===== src/sv/owpc_pkg.sv =====
// Package for the one-line pulse-width command sender.
// Holds the item, result and register types, the command codes and the duration helper.
// No dependencies; every other file imports it.
package owpc_pkg;

  // Status codes reported with each result
  typedef enum logic [1:0] {
    ST_NONE    = 2'd0,
    ST_OK      = 2'd1,
    ST_INVALID = 2'd2,
    ST_BUSY    = 2'd3
  } status_t;

  // Command kinds on in_kind
  typedef enum logic [1:0] {
    KIND_PLAY   = 2'd0,
    KIND_VOLUME = 2'd1,
    KIND_STOP   = 2'd2,
    KIND_RAW    = 2'd3
  } kind_t;

  // Command byte limits
  localparam logic [7:0] PLAY_MAX  = 8'hDF;
  localparam logic [7:0] VOL_MIN   = 8'hE0;
  localparam logic [7:0] VOL_MAX   = 8'hEF;
  localparam logic [7:0] STOP_BYTE = 8'hFE;

  // Register map indexes
  localparam logic [2:0] REG_LONG  = 3'd0;
  localparam logic [2:0] REG_SHORT = 3'd1;
  localparam logic [2:0] REG_START = 3'd2;
  localparam logic [2:0] REG_PRE   = 3'd3;
  localparam logic [2:0] REG_GAP   = 3'd4;

  // Register reset values, in ticks
  localparam logic [15:0] LONG_RST  = 16'd600;
  localparam logic [15:0] SHORT_RST = 16'd200;
  localparam logic [15:0] START_RST = 16'd5000;
  localparam logic [15:0] PRE_RST   = 16'd5000;
  localparam logic [15:0] GAP_RST   = 16'd2000;

  // Bits in one frame
  localparam logic [3:0] FRAME_BITS = 4'd8;

  // Frame sequencer phases, one-hot
  typedef enum logic [5:0] {
    PH_IDLE  = 6'b000001,
    PH_PRE   = 6'b000010,
    PH_START = 6'b000100,
    PH_BITHI = 6'b001000,
    PH_BITLO = 6'b010000,
    PH_GAP   = 6'b100000
  } phase_t;

  // Timing registers
  typedef struct packed {
    logic [15:0] long_ph;
    logic [15:0] short_ph;
    logic [15:0] start_low;
    logic [15:0] pre_high;
    logic [15:0] gap_high;
  } cfg_t;

  // Classified item: a tick, or a command with its check result and byte
  typedef struct packed {
    logic       is_cmd;
    logic       ok;
    logic [7:0] cmd_byte;
  } item_t;

  // Head of the item queue as seen by the sequencer
  typedef struct packed {
    logic  valid;
    item_t item;
  } qhead_t;

  // One result beat
  typedef struct packed {
    logic    line;
    logic    sending;
    logic    frame_done;
    status_t status;
  } result_t;

  // A zero duration counts as one tick
  function automatic logic [15:0] dur(input logic [15:0] v);
    dur = (v == 16'd0) ? 16'd1 : v;
  endfunction

endpackage


===== src/sv/owpc_front.sv =====
// Front end of the command sender: classifies input beats and queues them.
// Two-entry queue toward the frame sequencer. Depends on owpc_pkg.
module owpc_front (
  input  logic            clk,
  input  logic            rst_n,
  input  logic            push,
  output logic            full,
  input  logic            in_func,
  input  logic [1:0]      in_kind,
  input  logic [7:0]      in_value,
  output owpc_pkg::qhead_t head,
  input  logic            head_pop
);
  import owpc_pkg::*;

  item_t      cls;
  item_t      mem_r [2];
  logic       wr_ptr_r, wr_ptr_nxt;
  logic       rd_ptr_r, rd_ptr_nxt;
  logic [1:0] cnt_r, cnt_nxt;
  logic       do_push, do_pop;

  // Check the command and pick the byte to send
  always_comb begin
    cls.is_cmd   = in_func;
    cls.ok       = 1'b1;
    cls.cmd_byte = in_value;
    unique case (kind_t'(in_kind))
      KIND_PLAY:   cls.ok = (in_value <= PLAY_MAX);
      KIND_VOLUME: cls.ok = (in_value >= VOL_MIN) && (in_value <= VOL_MAX);
      KIND_STOP:   cls.cmd_byte = STOP_BYTE;
      KIND_RAW:    cls.ok = 1'b1;
      default:     cls.ok = 1'b1;
    endcase
  end

  assign full    = (cnt_r == 2'd2);
  assign do_push = push && !full;
  assign do_pop  = head_pop && (cnt_r != 2'd0);

  // Advance pointers and count
  always_comb begin
    wr_ptr_nxt = do_push ? ~wr_ptr_r : wr_ptr_r;
    rd_ptr_nxt = do_pop ? ~rd_ptr_r : rd_ptr_r;
    cnt_nxt    = cnt_r;
    if (do_push && !do_pop) begin
      cnt_nxt = cnt_r + 2'd1;
    end else if (do_pop && !do_push) begin
      cnt_nxt = cnt_r - 2'd1;
    end
  end

  always_ff @(posedge clk) begin
    if (!rst_n) begin
      wr_ptr_r <= 1'b0;
      rd_ptr_r <= 1'b0;
      cnt_r    <= 2'd0;
    end else begin
      wr_ptr_r <= wr_ptr_nxt;
      rd_ptr_r <= rd_ptr_nxt;
      cnt_r    <= cnt_nxt;
    end
  end

  // Store the classified beat
  always_ff @(posedge clk) begin
    if (do_push) begin
      mem_r[wr_ptr_r] <= cls;
    end
  end

  assign head.valid = (cnt_r != 2'd0);
  assign head.item  = mem_r[rd_ptr_r];

endmodule


===== src/sv/owpc_back.sv =====
// Back end of the command sender: frame sequencer and result queue.
// Takes one classified beat per cycle while the result queue has room, updates line state, queues the result.
// Depends on owpc_pkg.
module owpc_back (
  input  logic             clk,
  input  logic             rst_n,
  input  owpc_pkg::cfg_t   cfg,
  input  owpc_pkg::qhead_t head,
  output logic             head_pop,
  output logic             empty,
  input  logic             pop,
  output owpc_pkg::result_t res
);
  import owpc_pkg::*;

  phase_t      phase_r, phase_nxt;
  logic [7:0]  shift_r, shift_nxt;
  logic [3:0]  bits_r, bits_nxt;
  logic [15:0] tick_r, tick_nxt;
  logic        line_r, line_nxt;
  logic [15:0] tick_dec;
  logic [3:0]  bits_dec;
  logic        take;
  result_t     new_res;
  status_t     status;
  logic        done;

  result_t     oq_r [2];
  logic        owr_r, owr_nxt;
  logic        ord_r, ord_nxt;
  logic [1:0]  ocnt_r, ocnt_nxt;
  logic        do_opop;

  assign do_opop  = pop && (ocnt_r != 2'd0);
  assign take     = head.valid && ((ocnt_r != 2'd2) || do_opop);
  assign head_pop = take;
  assign tick_dec = tick_r - 16'd1;
  assign bits_dec = bits_r - 4'd1;

  // Step the frame sequencer for one beat
  always_comb begin
    phase_nxt = phase_r;
    shift_nxt = shift_r;
    bits_nxt  = bits_r;
    tick_nxt  = tick_r;
    line_nxt  = line_r;
    status    = ST_NONE;
    done      = 1'b0;
    if (take) begin
      if (head.item.is_cmd) begin
        if (!head.item.ok) begin
          status = ST_INVALID;
        end else if (phase_r != PH_IDLE) begin
          status = ST_BUSY;
        end else begin
          status    = ST_OK;
          shift_nxt = head.item.cmd_byte;
          bits_nxt  = FRAME_BITS;
          if (!line_r) begin
            phase_nxt = PH_PRE;
            line_nxt  = 1'b1;
            tick_nxt  = dur(cfg.pre_high);
          end else begin
            phase_nxt = PH_START;
            line_nxt  = 1'b0;
            tick_nxt  = dur(cfg.start_low);
          end
        end
      end else if (phase_r != PH_IDLE) begin
        tick_nxt = tick_dec;
        if (tick_dec == 16'd0) begin
          unique case (phase_r)
            PH_PRE: begin
              phase_nxt = PH_START;
              line_nxt  = 1'b0;
              tick_nxt  = dur(cfg.start_low);
            end
            PH_START: begin
              phase_nxt = PH_BITHI;
              line_nxt  = 1'b1;
              tick_nxt  = shift_r[0] ? dur(cfg.long_ph) : dur(cfg.short_ph);
            end
            PH_BITHI: begin
              phase_nxt = PH_BITLO;
              line_nxt  = 1'b0;
              tick_nxt  = shift_r[0] ? dur(cfg.short_ph) : dur(cfg.long_ph);
            end
            PH_BITLO: begin
              shift_nxt = {1'b0, shift_r[7:1]};
              bits_nxt  = bits_dec;
              line_nxt  = 1'b1;
              if (bits_dec != 4'd0) begin
                phase_nxt = PH_BITHI;
                tick_nxt  = shift_r[1] ? dur(cfg.long_ph) : dur(cfg.short_ph);
              end else begin
                phase_nxt = PH_GAP;
                tick_nxt  = dur(cfg.gap_high);
              end
            end
            default: begin
              phase_nxt = PH_IDLE;
              line_nxt  = 1'b1;
              tick_nxt  = 16'd0;
              done      = 1'b1;
            end
          endcase
        end
      end
    end
  end

  always_comb begin
    new_res.line       = line_nxt;
    new_res.sending    = (phase_nxt != PH_IDLE);
    new_res.frame_done = done;
    new_res.status     = status;
  end

  always_ff @(posedge clk) begin
    if (!rst_n) begin
      phase_r <= PH_IDLE;
      shift_r <= 8'd0;
      bits_r  <= 4'd0;
      tick_r  <= 16'd0;
      line_r  <= 1'b0;
    end else begin
      phase_r <= phase_nxt;
      shift_r <= shift_nxt;
      bits_r  <= bits_nxt;
      tick_r  <= tick_nxt;
      line_r  <= line_nxt;
    end
  end

  // Advance result queue pointers and count
  always_comb begin
    owr_nxt  = take ? ~owr_r : owr_r;
    ord_nxt  = do_opop ? ~ord_r : ord_r;
    ocnt_nxt = ocnt_r;
    if (take && !do_opop) begin
      ocnt_nxt = ocnt_r + 2'd1;
    end else if (do_opop && !take) begin
      ocnt_nxt = ocnt_r - 2'd1;
    end
  end

  always_ff @(posedge clk) begin
    if (!rst_n) begin
      owr_r  <= 1'b0;
      ord_r  <= 1'b0;
      ocnt_r <= 2'd0;
    end else begin
      owr_r  <= owr_nxt;
      ord_r  <= ord_nxt;
      ocnt_r <= ocnt_nxt;
    end
  end

  // Hold the result beat until popped
  always_ff @(posedge clk) begin
    if (take) begin
      oq_r[owr_r] <= new_res;
    end
  end

  assign empty = (ocnt_r == 2'd0);
  assign res   = oq_r[ord_r];

endmodule


===== src/sv/one_wire_pulse_width_command_sender_top.sv =====
// One-line pulse-width command sender. Takes one beat (a microsecond tick or a
// command) per clock while not full and returns one result beat per input beat, in
// order. The taken beat is written into the classifier queue; from its head the
// frame sequencer carries it into the result queue, once that queue has room.
// Sustained rate is one beat per cycle while neither queue stalls. The user must
// write timing registers over the APB port only while no beat is in flight; the
// block itself does not enforce this. A zero value counts as one tick.
// Top level: register file and glue; depends on owpc_pkg, owpc_front, owpc_back.
module one_wire_pulse_width_command_sender_top (
  input  logic        clk,
  input  logic        rst_n,
  input  logic        push,
  output logic        full,
  input  logic        in_func,
  input  logic [1:0]  in_kind,
  input  logic [7:0]  in_value,
  output logic        empty,
  input  logic        pop,
  output logic        out_line,
  output logic        out_sending,
  output logic        out_frame_done,
  output logic [1:0]  out_status,
  input  logic        psel,
  input  logic        penable,
  input  logic        pwrite,
  input  logic [4:0]  paddr,
  input  logic [31:0] pwdata,
  output logic [31:0] prdata,
  output logic        pready
);
  import owpc_pkg::*;

  cfg_t    cfg_r;
  logic    cfg_wr;
  qhead_t  head;
  logic    head_pop;
  result_t res;

  assign pready = 1'b1;
  assign cfg_wr = psel && penable && pwrite && pready;

  // Write timing registers
  always_ff @(posedge clk) begin
    if (!rst_n) begin
      cfg_r.long_ph   <= LONG_RST;
      cfg_r.short_ph  <= SHORT_RST;
      cfg_r.start_low <= START_RST;
      cfg_r.pre_high  <= PRE_RST;
      cfg_r.gap_high  <= GAP_RST;
    end else if (cfg_wr) begin
      unique case (paddr[4:2])
        REG_LONG:  cfg_r.long_ph   <= pwdata[15:0];
        REG_SHORT: cfg_r.short_ph  <= pwdata[15:0];
        REG_START: cfg_r.start_low <= pwdata[15:0];
        REG_PRE:   cfg_r.pre_high  <= pwdata[15:0];
        REG_GAP:   cfg_r.gap_high  <= pwdata[15:0];
        default:   cfg_r <= cfg_r;
      endcase
    end
  end

  // Read back timing registers
  always_comb begin
    unique case (paddr[4:2])
      REG_LONG:  prdata = {16'd0, cfg_r.long_ph};
      REG_SHORT: prdata = {16'd0, cfg_r.short_ph};
      REG_START: prdata = {16'd0, cfg_r.start_low};
      REG_PRE:   prdata = {16'd0, cfg_r.pre_high};
      REG_GAP:   prdata = {16'd0, cfg_r.gap_high};
      default:   prdata = 32'd0;
    endcase
  end

  owpc_front u_front (
    .clk      (clk),
    .rst_n    (rst_n),
    .push     (push),
    .full     (full),
    .in_func  (in_func),
    .in_kind  (in_kind),
    .in_value (in_value),
    .head     (head),
    .head_pop (head_pop)
  );

  owpc_back u_back (
    .clk      (clk),
    .rst_n    (rst_n),
    .cfg      (cfg_r),
    .head     (head),
    .head_pop (head_pop),
    .empty    (empty),
    .pop      (pop),
    .res      (res)
  );

  assign out_line       = res.line;
  assign out_sending    = res.sending;
  assign out_frame_done = res.frame_done;
  assign out_status     = res.status;

endmodule


===== config.mk =====
export PLATFORM = sky130hd
export DESIGN_NAME = one_wire_pulse_width_command_sender_top
export DESIGN_NICKNAME = d
export VERILOG_FILES = /design/src/sv/owpc_pkg.sv /design/src/sv/owpc_front.sv /design/src/sv/owpc_back.sv /design/src/sv/one_wire_pulse_width_command_sender_top.sv
export SDC_FILE = /design/constraint.sdc
export NUM_CORES = 1
export LEC_CHECK = 0
export ABC_AREA = 1
export ABC_CLOCK_PERIOD_IN_PS = 2500
export BUFFER_PORTS_ARGS = -buffer_cell sky130_fd_sc_hd__buf_2
export CORE_MARGIN = 2
export CORE_UTILIZATION = 45
export DETAILED_ROUTE_END_ITERATION = 16
export GPL_ROUTABILITY_DRIVEN = 0
export HOLD_SLACK_MARGIN = 0.08
export PLACE_DENSITY = 0.73
export SLEW_MARGIN = 30
export SYNTH_ARGS = -nofsm -noshare
export SYNTH_HDL_FRONTEND = slang
export SYNTH_HIERARCHICAL = 1
export SYNTH_SLANG_ARGS = --single-unit

===== constraint.sdc =====
create_clock -name clk -period 2.5 [get_ports clk]
set_input_delay 0.125 -clock clk [delete_from_list [all_inputs] [get_ports clk]]
set_output_delay 0.125 -clock clk [all_outputs]
set_load 0.02 [all_outputs]

After elaboration in Yosys (flattened, before gate mapping)
Memory sizes are Yosys's and may differ from the RTL's. A register that Yosys moved wholly into a read port is not among the register bits.
Index checks and enable logic that the tools add are counted.
Storage, ports and cells
  memories: 2
  bits of input ports: 55
  register bits after elaboration: 123
  bits in writable memories: 30
Memory list
  u_front.mem_r: depth 2, bits a word 10, read ports 1, clocked after Yosys merged registers in 1, wr ports 1, line owpc_front.sv:17  | item_t mem_r [2];
  u_back.oq_r: depth 2, bits a word 5, read ports 1, clocked after Yosys merged registers in 1, wr ports 1, line owpc_back.sv:28  | result_t oq_r [2];
Cells by class
  reductions and logical operators: 43
  bitwise gates (word level): 4
  muxes and demuxes: 69
  eq/ne operators: 16
  $add $sub $neg: 6
  magnitude comparators: 3
Operators with widths (count)
  two-way mux 16 bit: 15
  zero test 16 bit: 6
  case mux 16 bit (5 select lines): 1
  case mux 16 bit (4 select lines): 1
  two-way mux 8 bit: 7
  two-way mux 6 bit: 7
  two-way mux 4 bit: 6
  case mux 6 bit (4 select lines): 1
  two-way mux 1 bit: 21
  <= comparator 8 bit (second input constant): 2
  two-way mux 2 bit: 8
  subtractor 16 x 1 -> 16 bit (second input constant): 1
  nonzero test 2 bit: 7
  != test 6 x 1 -> 1 bit (second input constant): 2
  logical AND 1 bit: 11
  AND reduction 2 bit: 5
  >= comparator 8 bit (second input constant): 1
  == test 3 x 2 -> 1 bit (second input constant): 2
  == test 6 x 2 -> 1 bit (second input constant): 1
  == test 6 x 3 -> 1 bit (second input constant): 1
  == test 6 x 4 -> 1 bit (second input constant): 1
  == test 6 x 5 -> 1 bit (second input constant): 1
  AND reduction 6 bit: 1
  zero test 1 bit: 5
  19 further kinds: 27

Logic depth before layout (Yosys ltp)
  word-level depth: 9
  gate-level depth with buffers: 18
  depth with buffers taken out: 18

Modules after synthesis
The synthesis kept the hierarchy.
By module, submodules not included
  owpc_back: instances 1, area an instance 4591.9 um^2, cells an instance 775
  one_wire_pulse_width_command_sender_top: instances 1, area an instance 4058.9 um^2, cells an instance 651
  owpc_front: instances 1, area an instance 1052.3 um^2, cells an instance 86

Worst setup path before layout
No wires, ideal clock.
  path kind: reg-to-reg
  start point: reg (tool-made name)
  end point: reg u_back.tick_r[6]
  cell stages (with the launch flop): 14
  buffers on the path: 3
  required time: 2.391 ns
  library setup time: 0.109 ns
  data arrival time: 2.278 ns
  path slack: 0.113 ns
  cell sequence: dfxtp_1 -> buf_2 -> mux2_2 -> clkinv_1 -> clkbuf_1 -> ha_1 -> inv_1 -> nor2_1 -> clkbuf_1 -> o21ai_0 -> a31oi_1 -> o211ai_1 -> nand2_1 -> inv_1
RTL lines
  to (signal assigned): line owpc_back.sv:130  | tick_r <= tick_nxt;
  to (decl): line owpc_back.sv:19  | logic [15:0] tick_r, tick_nxt;

==> impl_metrics.xml <==
<?xml version="1.0" encoding="UTF-8"?>
<metrics>
  <group name="drt">
    <metric name="drc_errors" unit="">0</metric>
    <metric name="routed_wire_length_per_instance" unit="um">16.40</metric>
    <metric name="drt_first_iter_violations" unit="">1170</metric>
    <metric name="firstDrtPassIters" unit="">6</metric>
    <metric name="total_number_of_vias" unit="">10310</metric>
    <metric name="via_per_instance_ratio" unit="">5.482</metric>
    <metric name="postRouteAntennaNets" unit="">0</metric>
    <metric name="routed_wirelength" unit="um">30850</metric>
  </group>
  <group name="min_path">
    <metric name="hp-start" unit="">pwdata[0]</metric>
    <metric name="hold_depth" unit="">5</metric>
    <metric name="path_type_of_the_worst_min_delay_path" unit="">input port to flip-flop</metric>
    <metric name="hold_path_end" unit="">cfg_r[0]</metric>
  </group>
  <group name="cells_and_area">
    <metric name="nFillCells" unit="">2053</metric>
    <metric name="fin_cells" unit="">1881</metric>
    <metric name="area_occupied_by_multi_input_gates" unit="um2">5354</metric>
    <metric name="finalNetCount" unit="">1655</metric>
    <metric name="final-seq-area" unit="um2">3408</metric>
    <metric name="antenna-diode-count" unit="">0</metric>
    <metric name="layout-drive-gt1-share" unit="%">13.64</metric>
    <metric name="finalInstanceArea" unit="um2">11240</metric>
    <metric name="layout-area-overhead-vs-synth" unit="%">15.85</metric>
  </group>
  <group name="floorplan">
    <metric name="die_w" unit="um">150.8</metric>
    <metric name="core-area" unit="um2">21090</metric>
    <metric name="std_cell_rows" unit="">53</metric>
    <metric name="die_area" unit="um2">22750</metric>
    <metric name="boundaryPins" unit="">95</metric>
    <metric name="initial_core_util" unit="%">46.01</metric>
    <metric name="dieHeight" unit="um">150.8</metric>
  </group>
  <group name="synth">
    <metric name="synth_edf_count" unit="">30</metric>
    <metric name="synthesized_instance_count" unit="">1512</metric>
    <metric name="async_flop_share" unit="%">0</metric>
    <metric name="netlist_area" unit="um2">9703</metric>
    <metric name="synth_ff_type" unit="">dfxtp_1</metric>
    <metric name="avgSynthCellArea" unit="um2">6.417</metric>
    <metric name="synth.ff_latch_count" unit="">155</metric>
    <metric name="yosysUniqueCellTypes" unit="">47</metric>
    <metric name="ys.warnings.count" unit="">6</metric>
    <metric name="synth_seq_area_share" unit="%">35.07</metric>
  </group>
  <group name="cts">
    <metric name="cts_tree" unit="">yes</metric>
    <metric name="cts_made_buffers" unit="">17</metric>
    <metric name="clkTransAtPathRegs" unit="ns">0.07</metric>
    <metric name="clock_insertion_delay_worst_skew" unit="ns">0.44</metric>
    <metric name="cts_max_level" unit="">4</metric>
    <metric name="cts_buffer_depth" unit="">2</metric>
    <metric name="cts-root-buf" unit="">clkbuf_16</metric>
    <metric name="numClockSinks" unit="">155</metric>
  </group>
  <group name="critical_path">
    <metric name="source_of_the_worst_register_to_register_timing_path" unit="">u_back/tick_r[0]</metric>
    <metric name="highest_fanout_seen_on_the_critical_path" unit="">5</metric>
    <metric name="crit_arrival" unit="ns">2.51</metric>
    <metric name="timing.setup.critical_path_class" unit="">flip-flop to flip-flop</metric>
    <metric name="r2r-end" unit="">u_back/oq_r[1][3]</metric>
    <metric name="critical_path.cell_chain" unit="">inv_1, buf_4, nand2_4, nor2_4, nand2_1, nand2_1, nand2_1, nor2_2, nand3_1, nor2_2, nand3_1, nand3_1, nand2_1, nor2_1, nand2_1</metric>
    <metric name="worst_r2r_path_depth" unit="">15</metric>
    <metric name="cp.required" unit="ns">2.68</metric>
    <metric name="critPathMaxStageDelay" unit="ns">0.33</metric>
    <metric name="end_kind" unit="">flip-flop</metric>
    <metric name="timing.critical_path.mode_cell" unit="">nand2_1</metric>
    <metric name="slowest_stage" unit="">dfxtp_2</metric>
    <metric name="reg2reg_slack" unit="ns">0.18</metric>
    <metric name="crit_path_start_kind" unit="">flip-flop</metric>
    <metric name="critical_path.startpoint" unit="">u_back/tick_r[0]</metric>
  </group>
  <group name="timing">
    <metric name="timing.max_slew.rel_slack" unit="%">47.94</metric>
    <metric name="final.setup.worst_slack" unit="ns">0.1776</metric>
    <metric name="hold_ws" unit="ns">0.09961</metric>
    <metric name="slew_violations" unit="">0</metric>
    <metric name="final.period_utilization" unit="%">92.90</metric>
    <metric name="finalSetupViolCount" unit="">0</metric>
    <metric name="fmax" unit="GHz">0.4306</metric>
    <metric name="clock_skew" unit="ns">0.006211</metric>
    <metric name="finalHoldViolCount" unit="">0</metric>
    <metric name="layout_min_cycle_time" unit="ns">2.322</metric>
    <metric name="actual_slew_at_the_worst_max_slew_pin" unit="ns">0.7801</metric>
  </group>
  <group name="grt">
    <metric name="maximum_number_of_pins_on_one_net_before_global_route_repair" unit="">108</metric>
    <metric name="grt_antenna_before_repair" unit="">0</metric>
    <metric name="grt_first_pass_wirelength" unit="um">48240</metric>
    <metric name="grt_util_all_layers" unit="%">27.54</metric>
    <metric name="grt.overflow.total" unit="">0</metric>
    <metric name="grt_pass1_vias" unit="">9318</metric>
  </group>
  <group name="flow_run">
    <metric name="max_cap_violations" unit="">0</metric>
  </group>
  <group name="power_and_ir_drop">
    <metric name="post-layout-total-power" unit="mW">11.01</metric>
    <metric name="p_leak" unit="nW">5.154</metric>
    <metric name="vdd_ir_drop_max" unit="V">0.0005074</metric>
    <metric name="power_per_cell_area" unit="nW/um2">979.6</metric>
  </group>
  <group name="placed_design">
    <metric name="numPortBuffers" unit="">59</metric>
    <metric name="worst_setup_slack_after_placement" unit="ns">0.005642</metric>
    <metric name="placed_cell_area" unit="um2">10310</metric>
    <metric name="dp_hpwl" unit="um">21960</metric>
    <metric name="place.detailed.instances" unit="">1825</metric>
  </group>
  <group name="status">
    <metric name="run_status" unit="">finished, final reports clean</metric>
  </group>
</metrics>
synthesized netlist by cell type (3+ instances only):
| library cell | n | share of area [%] |
|---|---|---|
| a211oi_1 | 10 | 0.77 |
| a21oi_1 | 52 | 2.7 |
| a221oi_1 | 3 | 0.27 |
| a22oi_1 | 6 | 0.46 |
| a31oi_1 | 3 | 0.19 |
| buf_1 | 5 | 0.19 |
| buf_2 | 17 | 0.88 |
| buf_4 | 24 | 1.9 |
| clkbuf_1 | 29 | 1.1 |
| dfxtp_1 | 125 | 26 |
| edfxtp_1 | 30 | 9.3 |
| ha_1 | 7 | 0.90 |
| inv_1 | 168 | 6.5 |
| inv_2 | 8 | 0.31 |
| mux2_2 | 15 | 1.7 |
| nand2_1 | 355 | 14 |
| nand2_2 | 9 | 0.58 |
| nand2_4 | 4 | 0.46 |
| nand3_1 | 158 | 8.1 |
| nand3_2 | 4 | 0.41 |
| nand3b_1 | 5 | 0.39 |
| nand4_1 | 13 | 0.84 |
| nor2_1 | 294 | 11 |
| nor2_2 | 8 | 0.52 |
| nor2_4 | 16 | 1.9 |
| nor3_1 | 5 | 0.26 |
| nor4_1 | 5 | 0.32 |
| o211ai_1 | 14 | 1.1 |
| o21ai_0 | 83 | 4.3 |
| o21ai_2 | 3 | 0.27 |
| o221ai_1 | 3 | 0.27 |
| o22ai_1 | 3 | 0.19 |
| or2_2 | 6 | 0.39 |
worst max-delay path: cells and delay by family (launching register included):
family                 cells  cell delay [ns]
DFF                        1             0.33
buffers and inverters      2             0.28
and+or+nand+nor           13             1.44
state kept, by name (all words and copies together) (netlist names), named ones only:
register	count
u_back/ocnt_r	2
u_back/owr_r	1
u_back/phase_r	6
cfg_r	80
u_back/oq_r	10
u_front/wr_ptr_r	1
u_back/line_r	1
u_back/tick_r	16
u_front/rd_ptr_r	1
u_back/bits_r	4
u_front/cnt_r	2
u_front/mem_r	20
u_back/ord_r	1
u_back/shift_r	8
how the worst max path moves through the flow:
stage / depth (start not counted) / end / slack [ns]
final: 15 / u_back/oq_r[1][3] / 0.18
after global routing: 15 / u_back/tick_r[15] / -0.01
after CTS: 14 / u_back/oq_r[1][3] / 0.02
after detailed placement: 15 / u_back/shift_r[7] / 0.006
after global placement: 14 / u_back/oq_r[1][3] / 0.09
after floorplan: 13 / u_back/tick_r[6] / 0.11
report_power, final:
part | switching [mW] | internal (mW)
registers | 0.315 | 2.96
clock network | 1.12 | 1.64
logic | 3.25 | 1.72
area by class of cell:
type	count	area share, %
Inverter	178	5.944
Clock buffer	21	4.107
Multi-Input combinational cell	1118	47.63
Clock inverter	11	1.391
Timing Repair Buffer	123	7.547
Tap cell	275	3.061
Sequential cell	155	30.32
layer usage:
layer  track usage (%)  wire length [um]  vias up
met5                 0                 0        -
met3             5.060              2903      101
met1             36.81             12930     4660
met2             42.32             13610      555
met4             14.77              1408        0
li1                  -                 -     4996
cells in the final DEF, fill, tap and decap left out, types with 14 or more instances in the layout:
master	count
nand2_1	353
nor2_1	292
inv_1	167
nand3_1	157
dfxtp_1	121
o21ai_0	83
buf_2	58
a21oi_1	52
buf_4	41
edfxtp_1	30
dlygate4sd3_1	23
nor2_4	17
conb_1	17
clkbuf_16	17
mux2_2	15
o211ai_1	14
logic make-up (layout without fill, tap and decap cells):
group	Yosys count	after routing	synth area share, %
adders and majority gates	7	7	0.9026
xor gates and xnor gates	3	3	0.2708
buffers and inverters	254	333	11.05
AOI/OAI and AO/OA	192	192	11.48
and+or+nand+nor	884	884	39.41
other	2	17	0.07740
muxes	15	15	1.741
DFF	155	155	35.07
stage by stage:
step | setup TNS, ns | utilization, %
floorplan | 0 | -
global placement | 0 | 48.89
detailed placement | 0 | 48.89
CTS | 0 | 52.95
global route | -0.02553 | 53.30
finish | 0 | 53.30
what timing repair did:
item                                    in CTS  in global routing
pin swaps                                    0                  5
setup buffers                                0                  1
hold buffers                                23                  0
endpoints found under the hold margin       59                  0
gates resized for setup                      1                 17
endpoints found under the setup margin       1                 33
(Power assumes the default switching activity.)
